**config.mk**
```make
export PLATFORM = sky130hd
export DESIGN_NAME = int_to_decimal_ascii
export DESIGN_NICKNAME = d
export VERILOG_FILES = /design/src/rtl/idtoa_pkg.sv /design/src/rtl/idtoa_bcd_cell.sv /design/src/rtl/idtoa_chain.sv /design/src/rtl/int_to_decimal_ascii.sv
export VERILOG_INCLUDE_DIRS = /design/src /design/src/rtl
export SDC_FILE = /design/constraint.sdc
export NUM_CORES = 1
export LEC_CHECK = 0
export CAP_MARGIN = 20
export CORE_UTILIZATION = 64
export CTS_CLUSTER_DIAMETER = 150
export DETAILED_ROUTE_END_ITERATION = 8
export DONT_BUFFER_PORTS = 1
export GPL_ROUTABILITY_DRIVEN = 0
export PLACE_DENSITY = 0.8
export SYNTH_ARGS = -nofsm -noshare
export SYNTH_HDL_FRONTEND = slang
export SYNTH_HIERARCHICAL = 1
export SYNTH_SLANG_ARGS = --single-unit
```
**constraint.sdc**
```tcl
create_clock -name clock -period 3.2 [get_ports clock]
set_clock_uncertainty 0.15 [all_clocks]
set_input_delay 0 -clock clock [delete_from_list [all_inputs] [get_ports clock]]
set_output_delay 0 -clock clock [all_outputs]
set_load 0.02 [all_outputs]
```
**src/rtl/int_to_decimal_ascii_assert.svh**
```systemverilog
// ----------------------------------------------------------------------------
// int_to_decimal_ascii_assert.svh
// Assertion macros shared by the decimal text converter.
// ----------------------------------------------------------------------------
`ifndef INT_TO_DECIMAL_ASCII_ASSERT_SVH
`define INT_TO_DECIMAL_ASCII_ASSERT_SVH

`ifndef SYNTHESIS

// Clocked check that is switched off while reset is high.
`define IDTOA_ASSERT(lbl, clk, rst, prop, msg) \
   lbl: assert property (@(posedge clk) disable iff (rst) prop) else $error(msg);

// Clocked check that also holds during reset.
`define IDTOA_ASSERT_ALWAYS(lbl, clk, prop, msg) \
   lbl: assert property (@(posedge clk) prop) else $error(msg);

`else

`define IDTOA_ASSERT(lbl, clk, rst, prop, msg)
`define IDTOA_ASSERT_ALWAYS(lbl, clk, prop, msg)

`endif

`endif

```
**src/rtl/idtoa_pkg.sv**
```systemverilog
// ----------------------------------------------------------------------------
// idtoa_pkg
// Types and constants shared by the decimal text converter.
// ----------------------------------------------------------------------------
`default_nettype none

package idtoa_pkg;

   localparam int DIGIT_W = 4;
   localparam int CHAR_W  = 6;

   localparam logic [CHAR_W-1:0]  CHAR_ZERO = 6'd48;
   localparam logic [DIGIT_W-1:0] DIGIT_MAX = 4'd9;
   localparam logic [DIGIT_W-1:0] DIGIT_ADJ = 4'd5;
   localparam logic [DIGIT_W-1:0] DIGIT_INC = 4'd3;

   typedef enum logic [1:0] {
      ST_IDLE,
      ST_CONVERT,
      ST_TRIM,
      ST_EMIT
   } idtoa_state_type;

   // Command broadcast to every digit cell of the row.
   typedef struct packed {
      logic clear;
      logic bit_shift;
      logic dig_shift;
   } idtoa_cell_ctrl_type;

endpackage

`default_nettype wire

```
**src/rtl/idtoa_bcd_cell.sv**
```systemverilog
// ----------------------------------------------------------------------------
// idtoa_bcd_cell
// One decimal digit of the conversion row: clear, add-3 correction and bit
// shift, or a whole-digit shift from the lower neighbor.
// ----------------------------------------------------------------------------
`default_nettype none

module idtoa_bcd_cell (
   input  wire                           clock,
   input  idtoa_pkg::idtoa_cell_ctrl_type ctrl,
   input  wire                           carry_from_low,
   input  wire [idtoa_pkg::DIGIT_W-1:0]  digit_from_low,
   output logic                          carry_to_high,
   output logic [idtoa_pkg::DIGIT_W-1:0] digit
);
   import idtoa_pkg::*;

   logic [DIGIT_W-1:0] digit_ff;
   logic [DIGIT_W-1:0] digit_in;
   logic [DIGIT_W-1:0] adjusted;

   // A digit of five or more overflows past nine once doubled, so it is
   // corrected before the shift.
   always_comb begin
      adjusted = (digit_ff >= DIGIT_ADJ) ? (digit_ff + DIGIT_INC) : digit_ff;
      digit_in = digit_ff;
      if (ctrl.clear) begin
         digit_in = '0;
      end else if (ctrl.bit_shift) begin
         digit_in = {adjusted[DIGIT_W-2:0], carry_from_low};
      end else if (ctrl.dig_shift) begin
         digit_in = digit_from_low;
      end
   end

   always_ff @(posedge clock) begin
      digit_ff <= digit_in;
   end

   assign carry_to_high = adjusted[DIGIT_W-1];
   assign digit         = digit_ff;

endmodule

`default_nettype wire

```
**src/rtl/idtoa_chain.sv**
```systemverilog
// ----------------------------------------------------------------------------
// idtoa_chain
// Row of decimal digit cells, least significant digit at index zero.
// ----------------------------------------------------------------------------
`default_nettype none

module idtoa_chain #(
   parameter int NUM_DIGITS = 10
) (
   input  wire                           clock,
   input  idtoa_pkg::idtoa_cell_ctrl_type ctrl,
   input  wire                           serial_bit,
   output logic                          carry_out,
   output logic [idtoa_pkg::DIGIT_W-1:0] top_digit
);
   import idtoa_pkg::*;

   logic [DIGIT_W-1:0] digit_q [NUM_DIGITS];
   logic [NUM_DIGITS-1:0] carry_q;

   for (genvar i = 0; i < NUM_DIGITS; i++) begin : g_cell
      if (i == 0) begin : g_low
         idtoa_bcd_cell u_cell (
            .clock          (clock),
            .ctrl           (ctrl),
            .carry_from_low (serial_bit),
            .digit_from_low ('0),
            .carry_to_high  (carry_q[i]),
            .digit          (digit_q[i])
         );
      end else begin : g_mid
         idtoa_bcd_cell u_cell (
            .clock          (clock),
            .ctrl           (ctrl),
            .carry_from_low (carry_q[i-1]),
            .digit_from_low (digit_q[i-1]),
            .carry_to_high  (carry_q[i]),
            .digit          (digit_q[i])
         );
      end
   end

   assign carry_out = carry_q[NUM_DIGITS-1];
   assign top_digit = digit_q[NUM_DIGITS-1];

endmodule

`default_nettype wire

```
**src/rtl/int_to_decimal_ascii.sv**
```systemverilog
// ----------------------------------------------------------------------------
// int_to_decimal_ascii: one request is converted by VALUE_BITS-1 shifts
// through the digit cells, then leading zeros are dropped one per cycle.
// Digits are then offered most significant first. A new request is taken
// only in idle, once the last digit of the previous one has been accepted,
// so consumer stalls also hold off further requests.
// Synchronous reset returns the controller to idle; the cells clear on load.
// ----------------------------------------------------------------------------
`default_nettype none

`include "int_to_decimal_ascii_assert.svh"

module int_to_decimal_ascii #(
   parameter int VALUE_BITS = 32
) (
   input  wire                          clock,
   input  wire                          reset,
   input  wire                          req_valid,
   output logic                         req_ready,
   input  wire signed [VALUE_BITS-1:0]  req_value,
   output logic                         rsp_valid,
   input  wire                          rsp_ready,
   output logic [idtoa_pkg::CHAR_W-1:0] rsp_char_code,
   output logic                         rsp_last
);
   import idtoa_pkg::*;

   localparam int MAG_BITS   = VALUE_BITS - 1;
   localparam int NUM_DIGITS = (MAG_BITS * 30103) / 100000 + 1;
   localparam int CNT_W      = $clog2(MAG_BITS + 1);
   localparam int REM_W      = $clog2(NUM_DIGITS + 1);

   idtoa_state_type     state_ff, state_in;
   logic [MAG_BITS-1:0] shift_ff, shift_in;
   logic [CNT_W-1:0]    bits_ff, bits_in;
   logic [REM_W-1:0]    remain_ff, remain_in;

   idtoa_cell_ctrl_type cell_ctrl;
   logic                chain_carry;
   logic [DIGIT_W-1:0]  top_digit;

   idtoa_chain #(
      .NUM_DIGITS (NUM_DIGITS)
   ) u_chain (
      .clock      (clock),
      .ctrl       (cell_ctrl),
      .serial_bit (shift_ff[MAG_BITS-1]),
      .carry_out  (chain_carry),
      .top_digit  (top_digit)
   );

   always_ff @(posedge clock) begin
      if (reset) begin
         state_ff  <= ST_IDLE;
         remain_ff <= '0;
      end else begin
         state_ff  <= state_in;
         remain_ff <= remain_in;
      end
      shift_ff <= shift_in;
      bits_ff  <= bits_in;
   end

   always_comb begin
      state_in  = state_ff;
      shift_in  = shift_ff;
      bits_in   = bits_ff;
      remain_in = remain_ff;
      cell_ctrl = '0;
      req_ready = 1'b0;
      rsp_valid = 1'b0;
      case (state_ff)
         ST_IDLE: begin
            req_ready = 1'b1;
            if (req_valid) begin
               // Zero and negative values both convert as zero.
               shift_in        = req_value[VALUE_BITS-1] ? '0 : req_value[MAG_BITS-1:0];
               bits_in         = CNT_W'(MAG_BITS);
               cell_ctrl.clear = 1'b1;
               state_in        = ST_CONVERT;
            end
         end
         ST_CONVERT: begin
            cell_ctrl.bit_shift = 1'b1;
            shift_in            = shift_ff << 1;
            bits_in             = bits_ff - CNT_W'(1);
            if (bits_ff == CNT_W'(1)) begin
               remain_in = REM_W'(NUM_DIGITS);
               state_in  = ST_TRIM;
            end
         end
         ST_TRIM: begin
            // The lowest digit is always kept, so zero still prints.
            if (top_digit == '0 && remain_ff > REM_W'(1)) begin
               cell_ctrl.dig_shift = 1'b1;
               remain_in           = remain_ff - REM_W'(1);
            end else begin
               state_in = ST_EMIT;
            end
         end
         ST_EMIT: begin
            rsp_valid = 1'b1;
            if (rsp_ready) begin
               cell_ctrl.dig_shift = 1'b1;
               remain_in           = remain_ff - REM_W'(1);
               if (remain_ff == REM_W'(1)) begin
                  state_in = ST_IDLE;
               end
            end
         end
         default: begin
            state_in = ST_IDLE;
         end
      endcase
   end

   assign rsp_char_code = CHAR_ZERO + CHAR_W'(top_digit);
   assign rsp_last      = (remain_ff == REM_W'(1));

   `IDTOA_ASSERT(a_no_overflow, clock, reset, cell_ctrl.bit_shift |-> !chain_carry,
                 "digit row overflowed during conversion")
   `IDTOA_ASSERT(a_digit_range, clock, reset, rsp_valid |-> (top_digit <= DIGIT_MAX),
                 "emitted digit is not decimal")
   `IDTOA_ASSERT(a_remain_live, clock, reset, rsp_valid |-> (remain_ff != '0),
                 "digit emitted with no digits left")
   `IDTOA_ASSERT(a_last_to_idle, clock, reset,
                 (rsp_valid && rsp_ready && rsp_last) |=> req_ready,
                 "controller did not return to idle after the last digit")
   `IDTOA_ASSERT_ALWAYS(a_no_direct_rsp, clock, (req_valid && req_ready) |=> !rsp_valid,
                        "response raised in the cycle after a request")

endmodule

`default_nettype wire

```
======== Word-level counts from Yosys, hierarchy flattened ========
Index checks and enable logic that the tools add are counted.
storage, ports and cells
  register bits after elaboration ......... 82
  input bits .............................. 36
  logic and storage cells ................. 111
operators by class
  $add $sub $neg .......................... 13
  $lt $le $gt $ge ......................... 11
  equality and inequality tests ........... 11
  muxes and demuxes ....................... 53
  reductions and logical operators ........ 9
operator list
  operator               number
  $mux W4                32
  $mux W31               2
  $pmux W31 S2           1
  $ge A4 B3 Y1 const B   10
  $add A4 B2 Y4 const B  9
  $ne A2 B2 Y1 const B   6
  $pmux W4 S3            1
  $mux W2                5
  $pmux W5 S2            1
  $pmux W2 S4            1
  $mux W1                7
  $add A5 B5 Y6 const A  1
  $eq A5 B1 Y1 const B   1
  $mux W5                1
  $reduce_and A5 Y1      1
  $sub A5 B1 Y5 const B  1
  $eq A2 B2 Y1 const B   2
  $eq A4 B1 Y1 const B   1
  $gt A4 B1 Y1 const B   1
  $logic_not A4 Y1       1
  $reduce_and A4 Y1      1
  $reduce_bool A2 Y1     2
  $sub A4 B1 Y4 const B  1
  $add A3 B2 Y3 const B  1
  other kinds (7)        7

======== Depth between registers and ports, before layout ========
Gate-level depths: netlist of the first run.
  depth after elaboration ................. 6
  depth in mapped cells ................... 9
  depth with buffers taken out ............ 9

======== Cells and area by module ========
Netlist of the first run, hierarchy kept.
by module, submodules not included
  module                times used  cells an instance  area an instance (µm²)
  idtoa_bcd_cell        10          35                 280.3
  int_to_decimal_ascii  1           151                1963.1
  idtoa_chain           1           1                  3.8

======== Worst setup path before layout of the first run ========
No wires, ideal clock.
  kind .................................... reg2reg
  start ................................... reg u_chain.g_cell[9].g_mid.u_cell.digit_ff[0]
  end ..................................... reg u_chain.g_cell[0].g_low.u_cell.digit_ff[0]
  library setup time ...................... 0.168 ns
  data arrival time ....................... 2.528 ns
  data required time ...................... 2.882 ns
  path slack .............................. 0.354 ns
  cell stages (with the launch flop) ...... 8
  clock period less this slack ............ 2.846 ns
  cells stage by stage .................... dfxtp_1 > nor4_1 > o311ai_0 > nand2_1 > mux2i_1 > nor2_1 > a21oi_1 > nor2_1
RTL lines
  item                    RTL line              source
  from (decl)             idtoa_bcd_cell.sv:18  logic [DIGIT_W-1:0] digit_ff;
  from (signal assigned)  idtoa_bcd_cell.sv:37  digit_ff <= digit_in;
  to (signal assigned)    idtoa_bcd_cell.sv:37
  to (decl)               idtoa_bcd_cell.sv:18

==> results of run 1 <==
## worst max-delay path: stages (launching register included)
cell and delay, ns:
dfxtp_1 0.44, nor4_1 0.51, o311ai_0 0.35, nand2_2 0.15, buf_4 0.37, mux2i_1 0.23, nor2_1 0.05, a21oi_1 0.12
nor2_1 0.05
## worst paths after layout
check                                                  startpoint                                              endpoint  cells after the start
min                                                     rsp_ready  u_chain/g_cell[7].g_mid.u_cell/digit[2]$_SDFFE_PP0P_                      5
max reg2reg  u_chain/g_cell[9].g_mid.u_cell/digit[0]$_SDFFE_PP0P_  u_chain/g_cell[5].g_mid.u_cell/digit[0]$_SDFFE_PP0P_                      8
min reg2reg                                shift_ff[30]$_DFFE_PP_  u_chain/g_cell[0].g_low.u_cell/digit[0]$_SDFFE_PP0P_                      2
max          u_chain/g_cell[9].g_mid.u_cell/digit[0]$_SDFFE_PP0P_  u_chain/g_cell[5].g_mid.u_cell/digit[0]$_SDFFE_PP0P_                      8
## power by group
group	internal, W	total [W]	switching [W]
clock	0.000368	0.000788	0.000421
sequential	0.00159	0.00196	0.000372
combinational	0.000851	0.00212	0.00127
total	0.00281	0.00487	0.00206
## routing by layer
metal / vias up / share of wire [%]
met1: 1917 / 45
met2: 129 / 48
met5: - / 0
met4: 0 / 2.3
met3: 23 / 4.2
li1: 1926 / -
## placed cells by master (no fill, tap or decap), types with 2 or more instances in the layout
cell	n
or2b_1	9
a31oi_1	11
edfxtp_1	36
buf_4	7
a21oi_2	10
nor2_1	44
nand2b_1	13
xnor2_1	2
inv_1	29
nand4b_1	10
o21ai_0	33
nand2_1	48
clkbuf_8	9
a21oi_1	33
a22o_1	28
dlygate4sd3_1	37
conb_1	6
clkinv_4	2
o311ai_1	10
dfxtp_1	46
inv_6	2
nor3_1	2
o21a_1	10
a221oi_1	10
mux2i_1	21
or4b_1	10
or3_1	2
nor3b_1	11
a211oi_1	3
ha_1	27
## registers in the layout, summed over array words and instances, names as in the netlist
register	cells
state_ff	2
u_chain/g_cell.g_mid.u_cell/digit	36
shift_ff	31
u_chain/g_cell.g_low.u_cell/digit	4
bits_ff	5
remain_ff	4
## cell type report
type                            instances  area (um2)  share of cell area [%]
Tap cell                               99         124                    2.27
Timing Repair Buffer                   46         458                    8.40
Clock buffer                            9         124                    2.27
Multi-Input combinational cell        372        2550                    46.9
Clock inverter                          7        77.6                    1.42
Sequential cell                        82        2000                    36.7
Inverter                               29         109                    2.00
## stage by stage
step,hold slack (ns),instances,worst slack [ns],power [W],instance area (um2)
floorplan,-0.0809,502,0.362,0.00351,4760
global placement,-0.0789,590,0.934,0.00383,4860
detailed placement,-0.0751,590,0.742,0.00392,4860
CTS,0.0257,642,0.728,0.00473,5420
global route,0.170,644,0.501,0.00518,5450
finish,0.114,644,0.636,0.00487,5450
## repair_timing
| action | 4_1_cts | 5_1_grt |
|---|---|---|
| endpoints found under the hold margin | 42 | 11 |
| hold buffers | 36 | 1 |
| setup buffers | 0 | 0 |
==> results.yml, run 1 <==
layout:
  nets: 604
  final_util_pct: 75.5
  drive_gt1_share_pct: 8.07
  diodes: 0
  filler_instances: 498
  area_delta_synth_final_pct: 14.8
drt:
  drt-initial-drc-count: 335
  dr.pass1.iters: 5
  drt-vias-per-instance: 6.20
  wl_per_cell_um: 16.8
  final_antenna_net_count: 0
  detail_route.wirelength_um: 10800
  vias: 3995
  drt_drc_violations_left: 0
floorplan:
  fp.dieArea_um2: 7770
  core-area_um2: 7210
  top_level_ports: 45
  core.rowCount: 31
  floorplan.die.height_um: 88.1
  start_util_pct: 65.8
  die_width_um: 88.1
global_route:
  first_global_vias: 3489
  congestion_overflow_gr: 0
  global_route.usage.met1_pct: 36.1
  grt_util_all_layers_pct: 27.5
  grt_use_met3_pct: 5.66
  grt_first_pass_wirelength_um: 16400
  grt.met2_usage_pct: 45.0
  grt_antenna_before_repair: 0
  maximum_number_of_pins_on_one_net_before_global_route_repair: 64
  grt_most_used_layer: "met2"
power_and_ir_drop:
  pwr_per_cell_area_nw_per_um2: 893
  power.ir.vdd_worst_v: 0.000757
  leakage_nw: 1.89
sta:
  timing.max_slew.rel_slack_pct: 40.7
  timing.fmax_mhz: 390
  max_slew.worst_pin.slew_ns: 0.866
  layout_min_cycle_time_ns: 2.56
  final-max-slew-violation-count: 0
  setup_tns_ns: 0
  grt_setup_unrepaired: "false"
  final_min_period_over_clock_period_pct: 80.1
  timing_hold_violations_final: 0
  finish_stage_setup_viols: 0
clock_network:
  clk-insertion-delay-late_ns: 0.37
  gates_resized_cts_repair: 0
  cts_made_buffers: 9
  bufs_on_longest_clock_path: 2
  clock_tree.root_cell: "clkbuf_8"
  ctsHtreeMaxLevel: 3
  clock_sinks: 82
  clk_pin_slew_ns: 0.09
  tritoncts: "yes"
yosys:
  synth.cell_area_um2: 4750
  syn-instance-count: 498
  yosys_warnings: 6
  syn_avg_cell_area_um2: 9.53
run:
  drv_cap: 0
critical_path:
  critPathRequiredTime_ns: 3.30
  worst_ep_arrival_time_ns: 2.67
  setup.worst_path.class: "reg -> reg"
  setup.worst_path.start_class: "flip-flop"
  cp_capture_type: "flip-flop"
  rrSetupSlack_ns: 0.64
  critical_path_peak_fanout: 32
status:
  outcome: "completed"
place:
  final_hpwl_dp_um: 5820
  io_buffers: 0
worst_hold_path:
  holdCritPathClass: "in -> reg"
Note: power is estimated with default switching activity, not from simulation.
==> inputs of run 2 (changes only) <==
==> constraint.sdc (replaced) <==
create_clock -name clock -period 2.4 [get_ports clock]
set_clock_uncertainty 0.15 [all_clocks]
set_input_delay 0 -clock clock [delete_from_list [all_inputs] [get_ports clock]]
set_output_delay 0 -clock clock [all_outputs]
set_load 0.02 [all_outputs]
==> results.yml, run 2 (synthesized netlist as in run 1, its figures left out) <==
drt:
  drt_drc_violations_left: 0
  wl_per_cell_um: 17.4
  final_antenna_net_count: 0
  drt-initial-drc-count: 311
  drt-vias-per-instance: 6.21
  vias: 4098
  dr.pass1.iters: 5
  detail_route.wirelength_um: 11500
critical_path:
  worstPathBufferInverterCount: 1
  critical_path_peak_fanout: 6
  crit_path_cell_trace: "inv_1 > ha_1 > or4b_4 > a211oi_4 > o21ai_2 > or3_1 > a31oi_1"
  cp_capture_type: "flip-flop"
  critPathRequiredTime_ns: 2.54
  critical_path.slowest_cell: "or4b_4"
  worst_ep_arrival_time_ns: 2.52
  rrSetupSlack_ns: 0.02
  critical_path_s_top_delay_family: "simple AND/OR/NAND/NOR gates"
  setup.worst_path.class: "reg -> reg"
  setup.worst_path.start_class: "flip-flop"
  slowest_stage_delay_cp_ns: 0.51
floorplan:
  floorplan.die.height_um: 88.1
  core.rowCount: 31
  fp.dieArea_um2: 7770
  core-area_um2: 7210
  start_util_pct: 65.8
  die_width_um: 88.1
  top_level_ports: 45
power_and_ir_drop:
  pwr_per_cell_area_nw_per_um2: 1210
  power.ir.vdd_worst_v: 0.00118
  p_total_w: 0.00683
  leakage_nw: 1.99
clock_network:
  clock_tree.root_cell: "clkbuf_8"
  clk-insertion-delay-late_ns: 0.36
  bufs_on_longest_clock_path: 2
  clk_pin_slew_ns: 0.10
  cts_made_buffers: 9
  ctsHtreeMaxLevel: 3
  tritoncts: "yes"
  clock_sinks: 82
layout:
  most-common-layout-cells: "48 x nand2_1, 45 x nor2_1, 45 x dfxtp_1"
  post-route-cell-area_um2: 5630
  diodes: 0
  final_common_cell: "nand2_1"
  area_delta_synth_final_pct: 18.5
  drive_gt1_share_pct: 10.9
  largest_register_ff_count: 36
  nets: 620
  filler_instances: 467
status:
  outcome: "completed"
run:
  drv_cap: 0
sta:
  layout_min_cycle_time_ns: 2.38
  final-max-slew-violation-count: 0
  fin_ws_ns: 0.0189
  max_slew.worst_pin.slew_ns: 0.730
  timing_hold_violations_final: 0
  finish_stage_setup_viols: 0
  timing.fmax_mhz: 420
  timing.max_slew.rel_slack_pct: 51.3
  final_min_period_over_clock_period_pct: 99.2
  grt_setup_unrepaired: "true"
place:
  io_buffers: 0
  total_placed_instance_area_um2: 5000
  post-place-ws_ns: 0.199
  final_hpwl_dp_um: 6160
global_route:
  grt_antenna_before_repair: 0
  grt_first_pass_wirelength_um: 17600
  maximum_number_of_pins_on_one_net_before_global_route_repair: 51
  congestion_overflow_gr: 0
  first_global_vias: 3791
  grt_util_all_layers_pct: 29.3
worst_hold_path:
  holdCritPathClass: "in -> reg"
==> run 2: final timing paths <==
kind	from	to	cells after the start
worst max-delay path	bits_ff[1]$_SDFFCE_PN1P_	remain_ff[3]$_SDFFE_PP0P_	7
worst min-delay path	req_valid	shift_ff[3]$_DFFE_PP_	2
worst max register to register	bits_ff[1]$_SDFFCE_PN1P_	remain_ff[3]$_SDFFE_PP0P_	7
worst min register to register	remain_ff[0]$_SDFFE_PP0P_	remain_ff[0]$_SDFFE_PP0P_	2
==> run 2: metrics by stage <==
| step | hold WS, ns | cells | setup TNS, ns | util [%] |
|---|---|---|---|---|
| final | 0.00868 | 660 | 0 | 78.0 |
| after global routing | 0.0142 | 660 | -0.147 | 78.0 |
| after CTS | 0.00309 | 658 | 0 | 77.4 |
| after detailed placement | -0.0781 | 605 | 0 | 69.3 |
| after global placement | -0.0787 | 605 | 0 | 69.3 |
| after floorplan | -0.0809 | 502 | 0 | - |
==> run 2: layout make-up <==
type | instances | area, um2 | share of cell area [%]
flip-flops and latches | 82 | 2000 | 35.6
well taps | 99 | 124 | 2.20
clock buffers | 9 | 124 | 2.20
repair buffers | 62 | 611 | 10.9
clock inverters | 7 | 83.8 | 1.49
multi-input cells | 372 | 2570 | 45.7
inverters | 29 | 109 | 1.94
==> run 2: timing repair <==
| action | CTS | global route |
|---|---|---|
| endpoints found under the setup margin | 0 | 5 |
| resized for setup | 0 | 5 |
| endpoints found under the hold margin | 37 | 0 |
| buffers inserted | 0 | 2 |
| hold buffers | 37 | 0 |
==> run 2: routing by layer <==
layer  wire (um)  GRT usage [%]
met4         180           10.3
met5           0              0
met2        5550           47.6
met1        5040           38.9
met3         721           6.22
==> run 2: power by group <==
group	total, W	internal, W	switching [W]
clock	0.00109	0.000504	0.000584
combinational	0.00317	0.00132	0.00185
sequential	0.00257	0.00212	0.000453
total	0.00683	0.00395	0.00288
==> inputs of run 3 (changes only) <==
--- a/config.mk
+++ b/config.mk
@@ -7,6 +7,7 @@
 export NUM_CORES = 1
 export LEC_CHECK = 0
 export CAP_MARGIN = 20
+export CORE_MARGIN = 3
 export CORE_UTILIZATION = 64
 export CTS_CLUSTER_DIAMETER = 150
 export DETAILED_ROUTE_END_ITERATION = 8
==> constraint.sdc (replaced) <==
create_clock -name clock -period 2.2 [get_ports clock]
set_clock_uncertainty 0.15 [all_clocks]
set_input_delay 0 -clock clock [delete_from_list [all_inputs] [get_ports clock]]
set_output_delay 0 -clock clock [all_outputs]
set_load 0.02 [all_outputs]
==> results.yml, run 3 (synthesized netlist as in run 1, its figures left out) <==
status:
  outcome: "finished, violations left"
  violations_in_the_final_reports: "negative setup slack"
critical_path:
  worst_ep_arrival_time_ns: 2.49
  setup.worst_path.class: "reg -> reg"
  critical_path_peak_fanout: 13
  slowest_stage_delay_cp_ns: 0.36
  crit_path_cell_trace: "inv_2 > ha_2 > nor2_2 > o311ai_2 > buf_4 > nand2_4 > buf_16 > nor2_1 > nand2_1 > a221oi_1"
  setup.worst_path.start_class: "flip-flop"
  critPathRequiredTime_ns: 2.30
  cp_capture_type: "flip-flop"
  critical_path.slowest_cell: "a221oi_1"
drt:
  drt-initial-drc-count: 429
  drt_drc_violations_left: 0
  wl_met2_um: 6640
  final_antenna_net_count: 0
  vias: 4348
  wl_per_cell_um: 20.4
  drt-vias-per-instance: 6.58
  top_layer_used: "met4"
  route.met3.wl_um: 1020
  routedLengthMet1_um: 5350
  detail_route.wirelength_um: 13500
  dr.pass1.iters: 5
place:
  placed_cells: 601
  total_placed_instance_area_um2: 5010
  io_buffers: 0
  final_hpwl_dp_um: 6260
global_route:
  first_global_vias: 3938
  grt_util_all_layers_pct: 27.9
  grt_first_pass_wirelength_um: 19100
  grt_antenna_before_repair: 0
  congestion_overflow_gr: 0
  maximum_number_of_pins_on_one_net_before_global_route_repair: 51
clock_network:
  cts_made_buffers: 9
  ctsHtreeMaxLevel: 3
  clk-insertion-delay-late_ns: 0.37
  clk_pin_slew_ns: 0.10
  clock_tree.root_cell: "clkbuf_8"
  clock_sinks: 82
  tritoncts: "yes"
  bufs_on_longest_clock_path: 2
floorplan:
  die_width_um: 92.1
  core-area_um2: 6980
  floorplan.die.height_um: 92.1
  core.rowCount: 30
  top_level_ports: 45
  start_util_pct: 68.0
  fp.dieArea_um2: 8490
layout:
  post-route-cell-area_um2: 5760
  final_common_cell: "nand2_1"
  diodes: 0
  final-instance-count-excl-fill: 661
  area_delta_synth_final_pct: 21.3
  most-common-layout-cells: "48 x nand2_1, 45 x dfxtp_1, 39 x nor2_1"
  nets: 624
  drive_gt1_share_pct: 15.2
  largest_register_ff_count: 36
worst_hold_path:
  holdCritPathClass: "in -> reg"
sta:
  grt_setup_unrepaired: "true"
  finish_stage_setup_viols: 12
  final-max-slew-violation-count: 0
  holdWs_ns: 0.127
  timing.fmax_mhz: 418
  timing_hold_violations_final: 0
  final_min_period_over_clock_period_pct: 109
  timing.max_slew.rel_slack_pct: 50.9
  max_slew.worst_pin.slew_ns: 0.734
  fin_ws_ns: -0.194
  layout_min_cycle_time_ns: 2.39
power_and_ir_drop:
  power.ir.vdd_worst_v: 0.00139
  leakage_nw: 2.02
  pwr_per_cell_area_nw_per_um2: 1350
run:
  drv_cap: 0
run 3: cell types whose count changed in the layout (fill, tap and decap cells not counted), moves of 3 or more:
cell / previous run / this run
a221oi_1: 10 / 7
a221oi_2: 0 / 3
inv_1: 29 / 26
inv_2: 0 / 3
nor2_1: 45 / 39
nor2_2: 0 / 6
run 3: timing repair:
| item | 4_1_cts | 5_1_grt |
|---|---|---|
| endpoints found under the setup margin | 2 | 46 |
| gates cloned | 0 | 3 |
| pin swaps | 2 | 9 |
| gates resized for setup | 2 | 26 |
| endpoints found under the hold margin | 37 | 11 |
| hold buffers | 36 | 1 |
| buffers inserted | 0 | 4 |
run 3: metal layers:
metal	vias up	global-route usage, %
met4	0	11.9
met1	2056	35.7
li1	1969	-
met5	-	0
met3	62	6.32
met2	261	45.4
run 3: per-stage QoR:
| step | setup TNS [ns] | util, % | setup WS (ns) | total power [W] |
|---|---|---|---|---|
| 3_3_place_gp | 0 | 71.7 | 0.0602 | 0.00578 |
| 3_5_place_dp | -0.0259 | 71.7 | -0.0259 | 0.00594 |
| 6_report | -0.911 | 82.5 | -0.194 | 0.00778 |
| 2_1_floorplan | 0 | - | 0.0738 | 0.00510 |
| 5_1_grt | -1.79 | 82.5 | -0.215 | 0.00817 |
| 4_1_cts | 0 | 79.8 | 0.0170 | 0.00711 |
run 3: final timing paths:
kind                                                        startpoint                                                   end  slack [ns]  cells after the start
setup / recovery                             remain_ff[1]$_SDFFE_PP0P_  u_chain/g_cell[9].g_mid.u_cell/digit[2]$_SDFFE_PP0P_       -0.19                     10
hold / removal                                               rsp_ready  u_chain/g_cell[2].g_mid.u_cell/digit[2]$_SDFFE_PP0P_        0.13                      6
setup reg to reg                             remain_ff[1]$_SDFFE_PP0P_  u_chain/g_cell[9].g_mid.u_cell/digit[2]$_SDFFE_PP0P_       -0.19                     10
hold reg to reg   u_chain/g_cell[3].g_mid.u_cell/digit[1]$_SDFFE_PP0P_  u_chain/g_cell[3].g_mid.u_cell/digit[2]$_SDFFE_PP0P_        0.39                      2
run 3: critical path: cells and delay by family (launching register included):
kind,cells,cell delay [ns]
flip-flops,1,0.34
AND/OR/NAND/NOR,4,0.49
adder cells (fa/ha/maj),1,0.21
buffers and inverters,3,0.46
AO/OA/AOI/OAI,2,0.61
run 3: power breakdown:
| part | leakage [nW] | switching [W] | internal (W) |
|---|---|---|---|
| Clock | 0.0991 | 0.000677 | 0.000445 |
| Combinational | 1.20 | 0.00224 | 0.00156 |
| Sequential | 0.720 | 0.000536 | 0.00232 |
run 3: final cells by class:
class                   instances  area (um2)
multi-input cells             372        2650
flip-flops and latches         82        2000
fillers                       405        1220
repair buffers                 66         684
clock buffers                   9         124
well taps                      96         120
inverters                      29         109
clock inverters                 7        66.3
